[src/rtl/hcbd_pkg.sv]
package hcbd_pkg;

    localparam int unsigned SIZE_W    = 36;
    localparam int unsigned STATUS_W  = 3;

    // Queue between the front and the back
    localparam int unsigned Q_DEPTH   = 4;
    localparam int unsigned Q_PTR_W   = 2;
    localparam int unsigned Q_CNT_W   = 3;

    localparam logic [7:0] BYTE_CR = 8'h0d;
    localparam logic [7:0] BYTE_LF = 8'h0a;

    localparam logic [STATUS_W-1:0] ST_FRAMING = 3'd0;
    localparam logic [STATUS_W-1:0] ST_PAYLOAD = 3'd1;
    localparam logic [STATUS_W-1:0] ST_END     = 3'd2;
    localparam logic [STATUS_W-1:0] ST_ERROR   = 3'd3;
    localparam logic [STATUS_W-1:0] ST_IGNORED = 3'd4;

    typedef struct packed {
        logic [7:0] data;
        logic       is_cr;
        logic       is_lf;
        logic       is_hex;
        logic [3:0] hex_val;
    } t_item;

    function automatic t_item classify(input logic [7:0] b);
        t_item it;
        it.data    = b;
        it.is_cr   = (b == BYTE_CR);
        it.is_lf   = (b == BYTE_LF);
        it.is_hex  = 1'b0;
        it.hex_val = 4'd0;
        if (b >= 8'h30 && b <= 8'h39) begin
            it.is_hex  = 1'b1;
            it.hex_val = 4'(b - 8'h30);
        end else if (b >= 8'h61 && b <= 8'h66) begin
            it.is_hex  = 1'b1;
            it.hex_val = 4'(b - 8'h57);
        end else if (b >= 8'h41 && b <= 8'h46) begin
            it.is_hex  = 1'b1;
            it.hex_val = 4'(b - 8'h37);
        end
        return it;
    endfunction

endpackage

[src/rtl/hcbd_front.sv]
module hcbd_front
    import hcbd_pkg::*;
(
    input  logic  i_clk,
    input  logic  i_rst_n,
    input  logic  i_valid,
    output logic  o_ready,
    input  logic  [7:0] i_in_byte,
    output logic  o_q_valid,
    input  logic  i_q_pop,
    output t_item o_q_item
);

    t_item              r_mem [Q_DEPTH];
    logic [Q_PTR_W-1:0] r_wr_ptr, n_wr_ptr;
    logic [Q_PTR_W-1:0] r_rd_ptr, n_rd_ptr;
    logic [Q_CNT_W-1:0] r_count,  n_count;
    logic               push;
    logic               pop;

    assign o_ready   = (r_count != Q_CNT_W'(Q_DEPTH));
    assign o_q_valid = (r_count != '0);
    assign o_q_item  = r_mem[r_rd_ptr];
    assign push      = i_valid && o_ready;
    assign pop       = i_q_pop && o_q_valid;

    always_comb begin
        n_wr_ptr = push ? r_wr_ptr + 1'b1 : r_wr_ptr;
        n_rd_ptr = pop  ? r_rd_ptr + 1'b1 : r_rd_ptr;
        n_count  = r_count;
        if (push && !pop) begin
            n_count = r_count + 1'b1;
        end else if (pop && !push) begin
            n_count = r_count - 1'b1;
        end
    end

    always_ff @(posedge i_clk) begin
        if (push) begin
            r_mem[r_wr_ptr] <= classify(i_in_byte);
        end
    end

    always_ff @(posedge i_clk) begin
        if (!i_rst_n) begin
            r_wr_ptr <= '0;
            r_rd_ptr <= '0;
            r_count  <= '0;
        end else begin
            r_wr_ptr <= n_wr_ptr;
            r_rd_ptr <= n_rd_ptr;
            r_count  <= n_count;
        end
    end

endmodule

[src/rtl/hcbd_back.sv]
module hcbd_back
    import hcbd_pkg::*;
#(
    parameter int unsigned SIZE_LINE_MAX = 10
)
(
    input  logic                i_clk,
    input  logic                i_rst_n,
    input  logic                i_q_valid,
    output logic                o_q_pop,
    input  t_item               i_q_item,
    output logic                o_valid,
    input  logic                i_ready,
    output logic [STATUS_W-1:0] o_status,
    output logic [7:0]          o_payload_byte,
    output logic                o_chunk_first
);

    localparam int unsigned CHARS_W = $clog2(SIZE_LINE_MAX);

    localparam logic [2:0] PH_HEADER   = 3'd0;
    localparam logic [2:0] PH_SIZE     = 3'd1;
    localparam logic [2:0] PH_AFTER_CR = 3'd2;
    localparam logic [2:0] PH_PAYLOAD  = 3'd3;
    localparam logic [2:0] PH_DONE     = 3'd4;
    localparam logic [2:0] PH_ERROR    = 3'd5;

    logic [2:0]          r_phase,         n_phase;
    logic [1:0]          r_header_match,  n_header_match;
    logic [SIZE_W-1:0]   r_size_accum,    n_size_accum;
    logic [CHARS_W-1:0]  r_size_chars,    n_size_chars;
    logic                r_digits_closed, n_digits_closed;
    logic [SIZE_W-1:0]   r_bytes_left,    n_bytes_left;
    logic                r_first_pending, n_first_pending;

    logic                r_out_valid;
    logic [STATUS_W-1:0] r_status,  n_status;
    logic [7:0]          r_payload, n_payload;
    logic                r_first,   n_first;

    logic                pop;
    logic                hdr_hit;

    assign pop     = i_q_valid && (!r_out_valid || i_ready);
    assign o_q_pop = pop;
    // CR expected at even match positions, LF at odd ones
    assign hdr_hit = r_header_match[0] ? i_q_item.is_lf : i_q_item.is_cr;

    always_comb begin
        n_phase         = r_phase;
        n_header_match  = r_header_match;
        n_size_accum    = r_size_accum;
        n_size_chars    = r_size_chars;
        n_digits_closed = r_digits_closed;
        n_bytes_left    = r_bytes_left;
        n_first_pending = r_first_pending;
        n_status        = ST_FRAMING;
        n_payload       = 8'd0;
        n_first         = 1'b0;

        unique case (r_phase)
            PH_HEADER: begin
                if (hdr_hit) begin
                    if (r_header_match == 2'd3) begin
                        n_header_match  = 2'd0;
                        n_phase         = PH_SIZE;
                        n_size_accum    = '0;
                        n_size_chars    = '0;
                        n_digits_closed = 1'b0;
                    end else begin
                        n_header_match = r_header_match + 1'b1;
                    end
                end else begin
                    n_header_match = i_q_item.is_cr ? 2'd1 : 2'd0;
                end
            end
            PH_SIZE: begin
                if (r_size_chars == '0 && (i_q_item.is_cr || i_q_item.is_lf)) begin
                    // skip line breaks ahead of the size line
                end else if (i_q_item.is_cr) begin
                    if (r_size_accum == '0) begin
                        n_status = ST_END;
                        n_phase  = PH_DONE;
                    end else begin
                        n_bytes_left = r_size_accum;
                        n_phase      = PH_AFTER_CR;
                    end
                end else if (r_size_chars >= CHARS_W'(SIZE_LINE_MAX - 1)) begin
                    n_status = ST_ERROR;
                    n_phase  = PH_ERROR;
                end else begin
                    n_size_chars = r_size_chars + 1'b1;
                    if (!r_digits_closed) begin
                        if (!i_q_item.is_hex) begin
                            n_digits_closed = 1'b1;
                        end else begin
                            n_size_accum = {r_size_accum[SIZE_W-5:0], i_q_item.hex_val};
                        end
                    end
                end
            end
            PH_AFTER_CR: begin
                n_phase         = PH_PAYLOAD;
                n_first_pending = 1'b1;
            end
            PH_PAYLOAD: begin
                n_status        = ST_PAYLOAD;
                n_payload       = i_q_item.data;
                n_first         = r_first_pending;
                n_first_pending = 1'b0;
                n_bytes_left    = r_bytes_left - 1'b1;
                if (r_bytes_left == SIZE_W'(1)) begin
                    n_phase         = PH_SIZE;
                    n_size_accum    = '0;
                    n_size_chars    = '0;
                    n_digits_closed = 1'b0;
                end
            end
            default: begin
                n_status = ST_IGNORED;
            end
        endcase
    end

    always_ff @(posedge i_clk) begin
        if (!i_rst_n) begin
            r_phase         <= PH_HEADER;
            r_header_match  <= '0;
            r_size_accum    <= '0;
            r_size_chars    <= '0;
            r_digits_closed <= 1'b0;
            r_bytes_left    <= '0;
            r_first_pending <= 1'b0;
            r_out_valid     <= 1'b0;
        end else begin
            if (pop) begin
                r_phase         <= n_phase;
                r_header_match  <= n_header_match;
                r_size_accum    <= n_size_accum;
                r_size_chars    <= n_size_chars;
                r_digits_closed <= n_digits_closed;
                r_bytes_left    <= n_bytes_left;
                r_first_pending <= n_first_pending;
                r_out_valid     <= 1'b1;
            end else if (i_ready) begin
                r_out_valid <= 1'b0;
            end
        end
    end

    // Result register: load on every transfer from the queue
    always_ff @(posedge i_clk) begin
        if (pop) begin
            r_status  <= n_status;
            r_payload <= n_payload;
            r_first   <= n_first;
        end
    end

    assign o_valid        = r_out_valid;
    assign o_status       = r_status;
    assign o_payload_byte = r_payload;
    assign o_chunk_first  = r_first;

`ifndef ASSERT_OFF
    a_done_sticks: assert property (@(posedge i_clk) disable iff (!i_rst_n)
        (r_phase == PH_DONE) |=> (r_phase == PH_DONE))
        else $error("end of body left");

    a_error_sticks: assert property (@(posedge i_clk) disable iff (!i_rst_n)
        (r_phase == PH_ERROR) |=> (r_phase == PH_ERROR))
        else $error("error phase left");

    a_payload_clean: assert property (@(posedge i_clk) disable iff (!i_rst_n)
        (r_out_valid && r_status != ST_PAYLOAD) |-> (r_payload == 8'd0 && !r_first))
        else $error("non-payload result carries data");

    a_first_phase: assert property (@(posedge i_clk) disable iff (!i_rst_n)
        r_first_pending |-> (r_phase == PH_PAYLOAD))
        else $error("chunk start pending outside payload");

    a_left_nonzero: assert property (@(posedge i_clk) disable iff (!i_rst_n)
        (r_phase == PH_PAYLOAD || r_phase == PH_AFTER_CR) |-> (r_bytes_left != '0))
        else $error("payload phase with nothing left");
`endif

endmodule

[src/rtl/http_chunked_body_deframer.sv]
// Channel  Handshake            Payload
// in       i_valid / o_ready    i_in_byte
// out      o_valid / i_ready    o_status, o_payload_byte, o_chunk_first
//
// One byte per clock sustained while the output takes results; a byte is written
// into the queue at its input transfer and decoded into the result register when
// the back pops it, and the pop waits while an untaken result is held.
// A four-entry queue lets the input keep flowing while the output stalls.
// Reset is synchronous, active low; it empties the queue and returns to the
// header phase. No clearing pass.
module http_chunked_body_deframer
    import hcbd_pkg::*;
#(
    parameter int unsigned SIZE_LINE_MAX = 10
)
(
    input  logic                i_clk,
    input  logic                i_rst_n,
    input  logic                i_valid,
    output logic                o_ready,
    input  logic [7:0]          i_in_byte,
    output logic                o_valid,
    input  logic                i_ready,
    output logic [STATUS_W-1:0] o_status,
    output logic [7:0]          o_payload_byte,
    output logic                o_chunk_first
);

    logic  q_valid;
    logic  q_pop;
    t_item q_item;

    hcbd_front u_front (
        .i_clk     (i_clk),
        .i_rst_n   (i_rst_n),
        .i_valid   (i_valid),
        .o_ready   (o_ready),
        .i_in_byte (i_in_byte),
        .o_q_valid (q_valid),
        .i_q_pop   (q_pop),
        .o_q_item  (q_item)
    );

    hcbd_back #(
        .SIZE_LINE_MAX (SIZE_LINE_MAX)
    ) u_back (
        .i_clk          (i_clk),
        .i_rst_n        (i_rst_n),
        .i_q_valid      (q_valid),
        .o_q_pop        (q_pop),
        .i_q_item       (q_item),
        .o_valid        (o_valid),
        .i_ready        (i_ready),
        .o_status       (o_status),
        .o_payload_byte (o_payload_byte),
        .o_chunk_first  (o_chunk_first)
    );

endmodule

[config.mk]
export PLATFORM = sky130hd
export DESIGN_NAME = http_chunked_body_deframer
export DESIGN_NICKNAME = d
export VERILOG_FILES = /design/src/rtl/hcbd_pkg.sv /design/src/rtl/hcbd_front.sv /design/src/rtl/hcbd_back.sv /design/src/rtl/http_chunked_body_deframer.sv
export SDC_FILE = /design/constraint.sdc
export NUM_CORES = 1
export LEC_CHECK = 0
export BUFFER_PORTS_ARGS = -buffer_cell sky130_fd_sc_hd__buf_2
export CORE_MARGIN = 2
export CORE_UTILIZATION = 56
export DETAILED_ROUTE_END_ITERATION = 7
export GPL_TIMING_DRIVEN = 0
export PLACE_DENSITY_LB_ADDON = 0.3
export SLEW_MARGIN = 15
export SYNTH_ARGS = -nofsm -noshare
export SYNTH_HDL_FRONTEND = slang
export SYNTH_SLANG_ARGS = --single-unit
[constraint.sdc]
create_clock -name i_clk -period 2.45 [get_ports i_clk]
set_input_delay 0.245 -clock i_clk [delete_from_list [all_inputs] [get_ports i_clk]]
set_output_delay 0.245 -clock i_clk [all_outputs]
set_load 0.05 [all_outputs]
After elaboration in Yosys (flattened, before gate mapping) --
Memory sizes are Yosys's and may differ from the RTL's. A register that Yosys moved wholly into a read port is not among the register bits. Cells that the tools add are included.
Storage, ports and cells: bits in writable memories 60, output and inout port bits 14, register bits after elaboration 103, memories 1, input port bits 12, word-level logic and storage cells 141
Operators by class: add/subtract/negate cells 10, equality and inequality tests 19, reduce and logical (&&, ||, !) cells 31, mux-type cells 59, magnitude comparators 7
Memories:
- u_front.r_mem | depth 4, width 15, read ports 1, clocked after Yosys merged registers in 1, write ports 1, RTL line hcbd_front.sv:14 | t_item r_mem [Q_DEPTH];
Operator list (count):
- $mux 36 | 11
- $pmux 36 s3 | 1
- $pmux 36 s2 | 1
- $eq 36x1->1 const B | 1
- $logic_not 36->1 | 1
- $sub 36x1->36 const B | 1
- $mux 3 | 11
- $mux 4 | 6
- $mux 5 | 4
- $eq 8x4->1 const B | 2
- $ge 8x7->1 const B | 2
- $le 8x7->1 const B | 2
- $mux 1 | 14
- $mux 2 | 6
- $pmux 3 s4 | 1
- $pmux 4 s3 | 1
- $ne 2x1->1 const B | 5
- $ne 2x2->1 const B | 5
- $reduce_and 10->1 | 1
- $logic_and 1x1->1 | 9
- $pmux 3 s3 | 1
- $ge 8x6->1 const B | 1
- $le 8x6->1 const B | 1
- $reduce_and 8->1 | 1
- other kinds (25) | 37

Longest topological paths before layout --
depth after elaboration 7, gate-level depth with buffers 10, mapped depth without buffers 9

Modules after synthesis --
Synthesis repeated with hierarchy kept, for this count alone.
Second synthesis, totals: cell total of the unflattened synthesis 741, area, all modules 7947.6 µm²
Modules (own cells, without submodules):
- hcbd_back | cells each 583, area an instance 5097.4 µm², seq. area each 2042.0 µm², instances 1
- hcbd_front | cells each 158, area an instance 2850.2 µm², seq. area each 1981.9 µm², instances 1

Worst setup path after synthesis --
No wires, ideal clock.
kind register to register, start register u_back.r_out_valid (netlist: u_back.o_valid), end register u_back.r_size_accum[0], stages on the path, launching flop included 11, period minus slack after synthesis 2.521 ns, buffers on the path 3, required time 2.378 ns, arrival 2.450 ns, setup slack -0.071 ns, library setup time 0.072 ns, cell sequence dfxtp_1 > nor2b_1 > or2_2 > clkbuf_1 > inv_1 > a31o_2 > o21ai_2 > nor3_2 > buf_6 > buf_12 > mux2i_1
On the way: word-level cells in the longest chain between the ends 4
Ends and longest elaborated chain:
- from (decl) | RTL line hcbd_back.sv:36 | logic r_out_valid;
- from (signal assigned) | RTL line hcbd_back.sv:134 | r_out_valid <= 1'b0;
- from (signal assigned) | RTL line hcbd_back.sv:144 | r_out_valid <= 1'b1;
- from (signal assigned) | RTL line hcbd_back.sv:146 | r_out_valid <= 1'b0;
- $logic_not 1->1 | RTL line hcbd_back.sv:44 | assign pop = i_q_valid && (!r_out_valid || i_ready);
- $logic_or 1x1->1 | RTL line hcbd_back.sv:44
- $logic_and 1x1->1 | RTL line hcbd_back.sv:44
- named net q_pop | RTL line http_chunked_body_deframer.sv:30 | logic q_pop;
- $reduce_and 10->1 (no source line)
- to (signal assigned) | RTL line hcbd_back.sv:139 | r_size_accum <= n_size_accum;
- to (decl) | RTL line hcbd_back.sv:30 | logic [SIZE_W-1:0] r_size_accum, n_size_accum;
The timed path passes the listed nets, and every way through them passes these cells. A chain may end at the register's enable or synchronous reset.

Worst setup path after layout --
start register u_back.r_bytes_left[20], end register u_back.r_size_accum[17]
On the way: word-level cells in the longest chain between the ends 3
Ends and longest elaborated chain:
- from (decl) | RTL line hcbd_back.sv:33 | logic [SIZE_W-1:0] r_bytes_left, n_bytes_left;
- from (signal assigned) | RTL line hcbd_back.sv:142 | r_bytes_left <= n_bytes_left;
- $eq 36x1->1 | RTL line hcbd_back.sv:112 | if (r_bytes_left == SIZE_W'(1)) begin
- $ne 2x1->1 (no source line)
- $reduce_and 10->1 (no source line)
No other way between the ends.

==> out/summary.txt <==
Post-DP HPWL -> 14300 um
library cells used by synthesis -> 65
WP data arrival -> 2.99 ns
Worst Hold End -> u_front.r_mem[0][13]$_DFFE_PP_
number of synthesized register bits -> 165
EDFF count, synth -> 72
horizontal die dimension -> 123 um
number of H-tree branching levels -> 4
final std cells w/o fill -> 1053
met2 Use GR -> 0.499
min cycle time layout -> 2.62 ns
drt initial violations -> 621
Final Hold Viols -> 0
final weighted congestion in routability-driven placement -> 0.970
clock network fraction of total power -> 0.362
worst min-delay path class -> in2reg
post-detailed-route via-to-cell ratio -> 6.28
result of the run -> finished, violations left
total of max-cap violations -> 0
routing usage on met1 -> 0.364
unrepaired setup endpoints after global routing -> yes
synthesized area divided by synthesized cell count -> 10.1 um^2
starting density of the core -> 0.574
buffer type at the clock tree root -> clkbuf_16
area added between synthesis and finish -> 18.1%
number of design rule violations left after detail routing -> 0
proportion of layout cells with a drive suffix above 1 -> 0.199
Syn Inst Count -> 788
combinational cell fraction of total power -> 0.199
peak fanout along the critical path -> 5
vias after detailed routing -> 6618
maximum buffer depth of the clock tree -> 2
violated checks -> setup timing
synthesized cell area -> 7970 um^2
largest cells by area after synthesis -> edfxtp_1 (27%), dfxtp_1 (23%), nand2_1 (7.8%)
count of nets after finishing -> 888
most utilized layer in the global route result -> met2
combined flip-flop and latch cell area -> 4040 um^2
switching share of power -> 0.305
type of the setup path with the least slack -> reg2reg
met3 layer usage reported by global route -> 0.0540
Port Buf Inserts -> 24
largest net degree at the start of global routing -> 18
instance count along the most critical hold path -> 1
clock slew at the register clock pins of the worst setup and hold paths -> 0.07 ns
RR Endpoint -> u_back.r_size_accum[17]$_SDFFE_PN0P_
power density cells -> 784 nW/um^2
Period Utilization, post-route -> 1.07
number of iterations in the first detailed-routing pass -> 7
post-detailed-routing wire length -> 21700 um
leakage power -> 3.50 nW
post-synthesis async set-or-reset flop share -> 0
design internal power -> 5.13 mW
primary flip-flop cell chosen by synthesis mapping -> dfxtp_1
final setup fails -> 41
Max-Slew Margin vs Limit -> 0.427
final-report max-slew violation count -> 0
origin of the critical flop-to-flop path -> u_back.r_bytes_left[20]$_SDFFE_PN0P_
Worst IR Drop VDD -> 0.000723 V
height of the die -> 123 um
placeable core region -> 13900 um^2
most common library cell in the layout ignoring fill and taps -> nand2_1
R2R setup slack -> -0.17 ns
per-cell routed wire length -> 20.6 um
Required @ worst endpoint -> 2.81 ns
fraction of the yosys area taken by sequential cells -> 0.505
ANT nets after route -> 0
first-pass GRT wire length -> 33500 um
number of nets produced by synthesis -> 816
library cell with the largest summed area after synthesis -> edfxtp_1
CP Launch Type -> flip-flop
power consumption -> 7.38 mW
clock latency of the later-clocked register in the worst-skew pair -> 0.44 ns
initial antenna violation count -> 0
CTS sink cnt -> 165
switching power total -> 2.25 mW
n_diodes -> 0
clock tree from TritonCTS -> yes
maximum clock frequency -> 0.381 GHz
top-area cell type share of the netlist area -> 0.271
Worst Reg2Reg Path Length in Cells -> 9
sequential group share of total power -> 0.439
total number of placement rows -> 43
vias in the first global route -> 6445
Yosys Warn Count -> 0
TritonCTS buffer count -> 17
number of inserted filler cells in the final layout -> 1033
aggregate global-route resource usage -> 0.295
die area -> 15200 um^2
hold path start -> i_in_byte[6]
Post-Route Utilization -> 0.678
num ports -> 26
number of cells in the design after placement -> 992
Congestion Overflow GR -> 0
area of combinational cells with multiple inputs -> 3760 um^2
final worst-path setup slack -> -0.175 ns
transition at the pin with the smallest max-transition slack -> 0.859 ns
setup clock skew after layout -> 0.00968 ns
kind of end point of the critical path -> flip-flop
highest-count cells in the layout ignoring fill and taps -> nand2_1 (165), dfxtp_1 (84), edfxtp_1 (72)
-- final cells by class --
cell class | count | area share
Multi-Input combinational cell | 558 | 0.400
Clock buffer | 17 | 0.0452
Tap cell | 180 | 0.0239
Timing Repair Buffer | 57 | 0.0476
Clock inverter | 15 | 0.0172
Sequential cell | 165 | 0.430
Inverter | 14 | 0.00585
Buffer | 47 | 0.0306
-- state kept, by name, summed over array words and instances (netlist names), 3 cells and up, named ones only --
name	flops
u_back.o_status	3
u_back.o_payload_byte	8
u_back.r_size_accum	36
u_front.r_mem	60
u_back.r_bytes_left	36
u_back.r_phase	3
u_front.r_count	3
u_back.r_size_chars	4
-- through the flow --
step	setup slack, ns	area [um^2]	hold slack [ns]	TNS (ns)
final	-0.175	9410	0.0674	-4.60
after global routing	-0.248	9410	0.0587	-8.39
after CTS	-0.147	9150	0.0551	-4.23
after detailed placement	-0.353	8310	0.467	-18.08
after global placement	-0.349	8310	0.450	-17.37
after floorplan	0.0150	7970	0.344	0
-- cells in the mapped netlist (all sizes together), types with 15 or more instances --
library cell / number
dfxtp: 93
a21oi: 33
a31o: 15
and3: 16
o21ai: 46
clkbuf: 37
mux4: 16
nand2: 166
nor2: 26
nor3: 16
edfxtp: 72
ha: 15
mux2i: 41
nand3: 32
-- how the worst max path moves through the flow --
stage	slack, ns	start	end
2_1_floorplan	0.02	u_back.o_valid$_SDFFE_PN0P_	u_front.r_count[2]$_SDFFE_PN0P_
4_1_cts	-0.15	u_back.r_bytes_left[19]$_SDFFE_PN0P_	u_back.r_size_accum[35]$_SDFFE_PN0P_
5_1_grt	-0.25	u_back.r_bytes_left[20]$_SDFFE_PN0P_	u_back.r_size_accum[20]$_SDFFE_PN0P_
3_3_place_gp	-0.35	flip-flop	u_back.r_bytes_left[26]$_SDFFE_PN0P_
6_report	-0.17	u_back.r_bytes_left[20]$_SDFFE_PN0P_	u_back.r_size_accum[17]$_SDFFE_PN0P_
3_5_place_dp	-0.35	flip-flop	u_back.r_bytes_left[30]$_SDFFE_PN0P_
-- logic make-up (layout without fill, tap and decap cells) --
logic type	count (synthesis)	in the layout	share of synthesized area
AND/OR/NAND/NOR	324	324	0.196
flip-flops	165	165	0.505
AO/OA/AOI/OAI	151	151	0.124
buffers and inverters	65	150	0.0396
multiplexers	61	61	0.102
adder cells (fa/ha/maj)	16	16	0.0261
XOR/XNOR	6	6	0.00660
-- worst max-delay path, cell delays in order (launching register included) --
cell	delay [ns]
dfxtp_4	0.36
or4_4	0.55
nor4b_4	0.37
nand3_2	0.16
a211o_4	0.38
nor3_4	0.12
buf_6	0.15
buf_12	0.12
clkbuf_16	0.14
mux2i_1	0.18
-- power groups by stage --
stage	sequential (mW)	clock, mW	combinational [mW]
2_1_floorplan	3.58	0	0.742
6_report	3.24	2.67	1.47
5_1_grt	3.26	2.80	1.58
3_3_place_gp	3.28	0	1.33
4_1_cts	3.24	2.68	1.41
3_5_place_dp	3.29	0	1.35
-- per-layer routing --
layer,share of wire,vias up
li1,-,3010
met4,0.037,0
met3,0.072,70
met1,0.39,3203
met5,0,-
met2,0.50,335
-- repair_timing --
item                       CTS  global route
setup endpoints to repair   75            77
resized for setup           38            32
buffers inserted            14            15
gates cloned                 1             4
hold buffers                 0             0
pin swaps                    8            10
No activity file was read; power rests on OpenSTA's default activity.
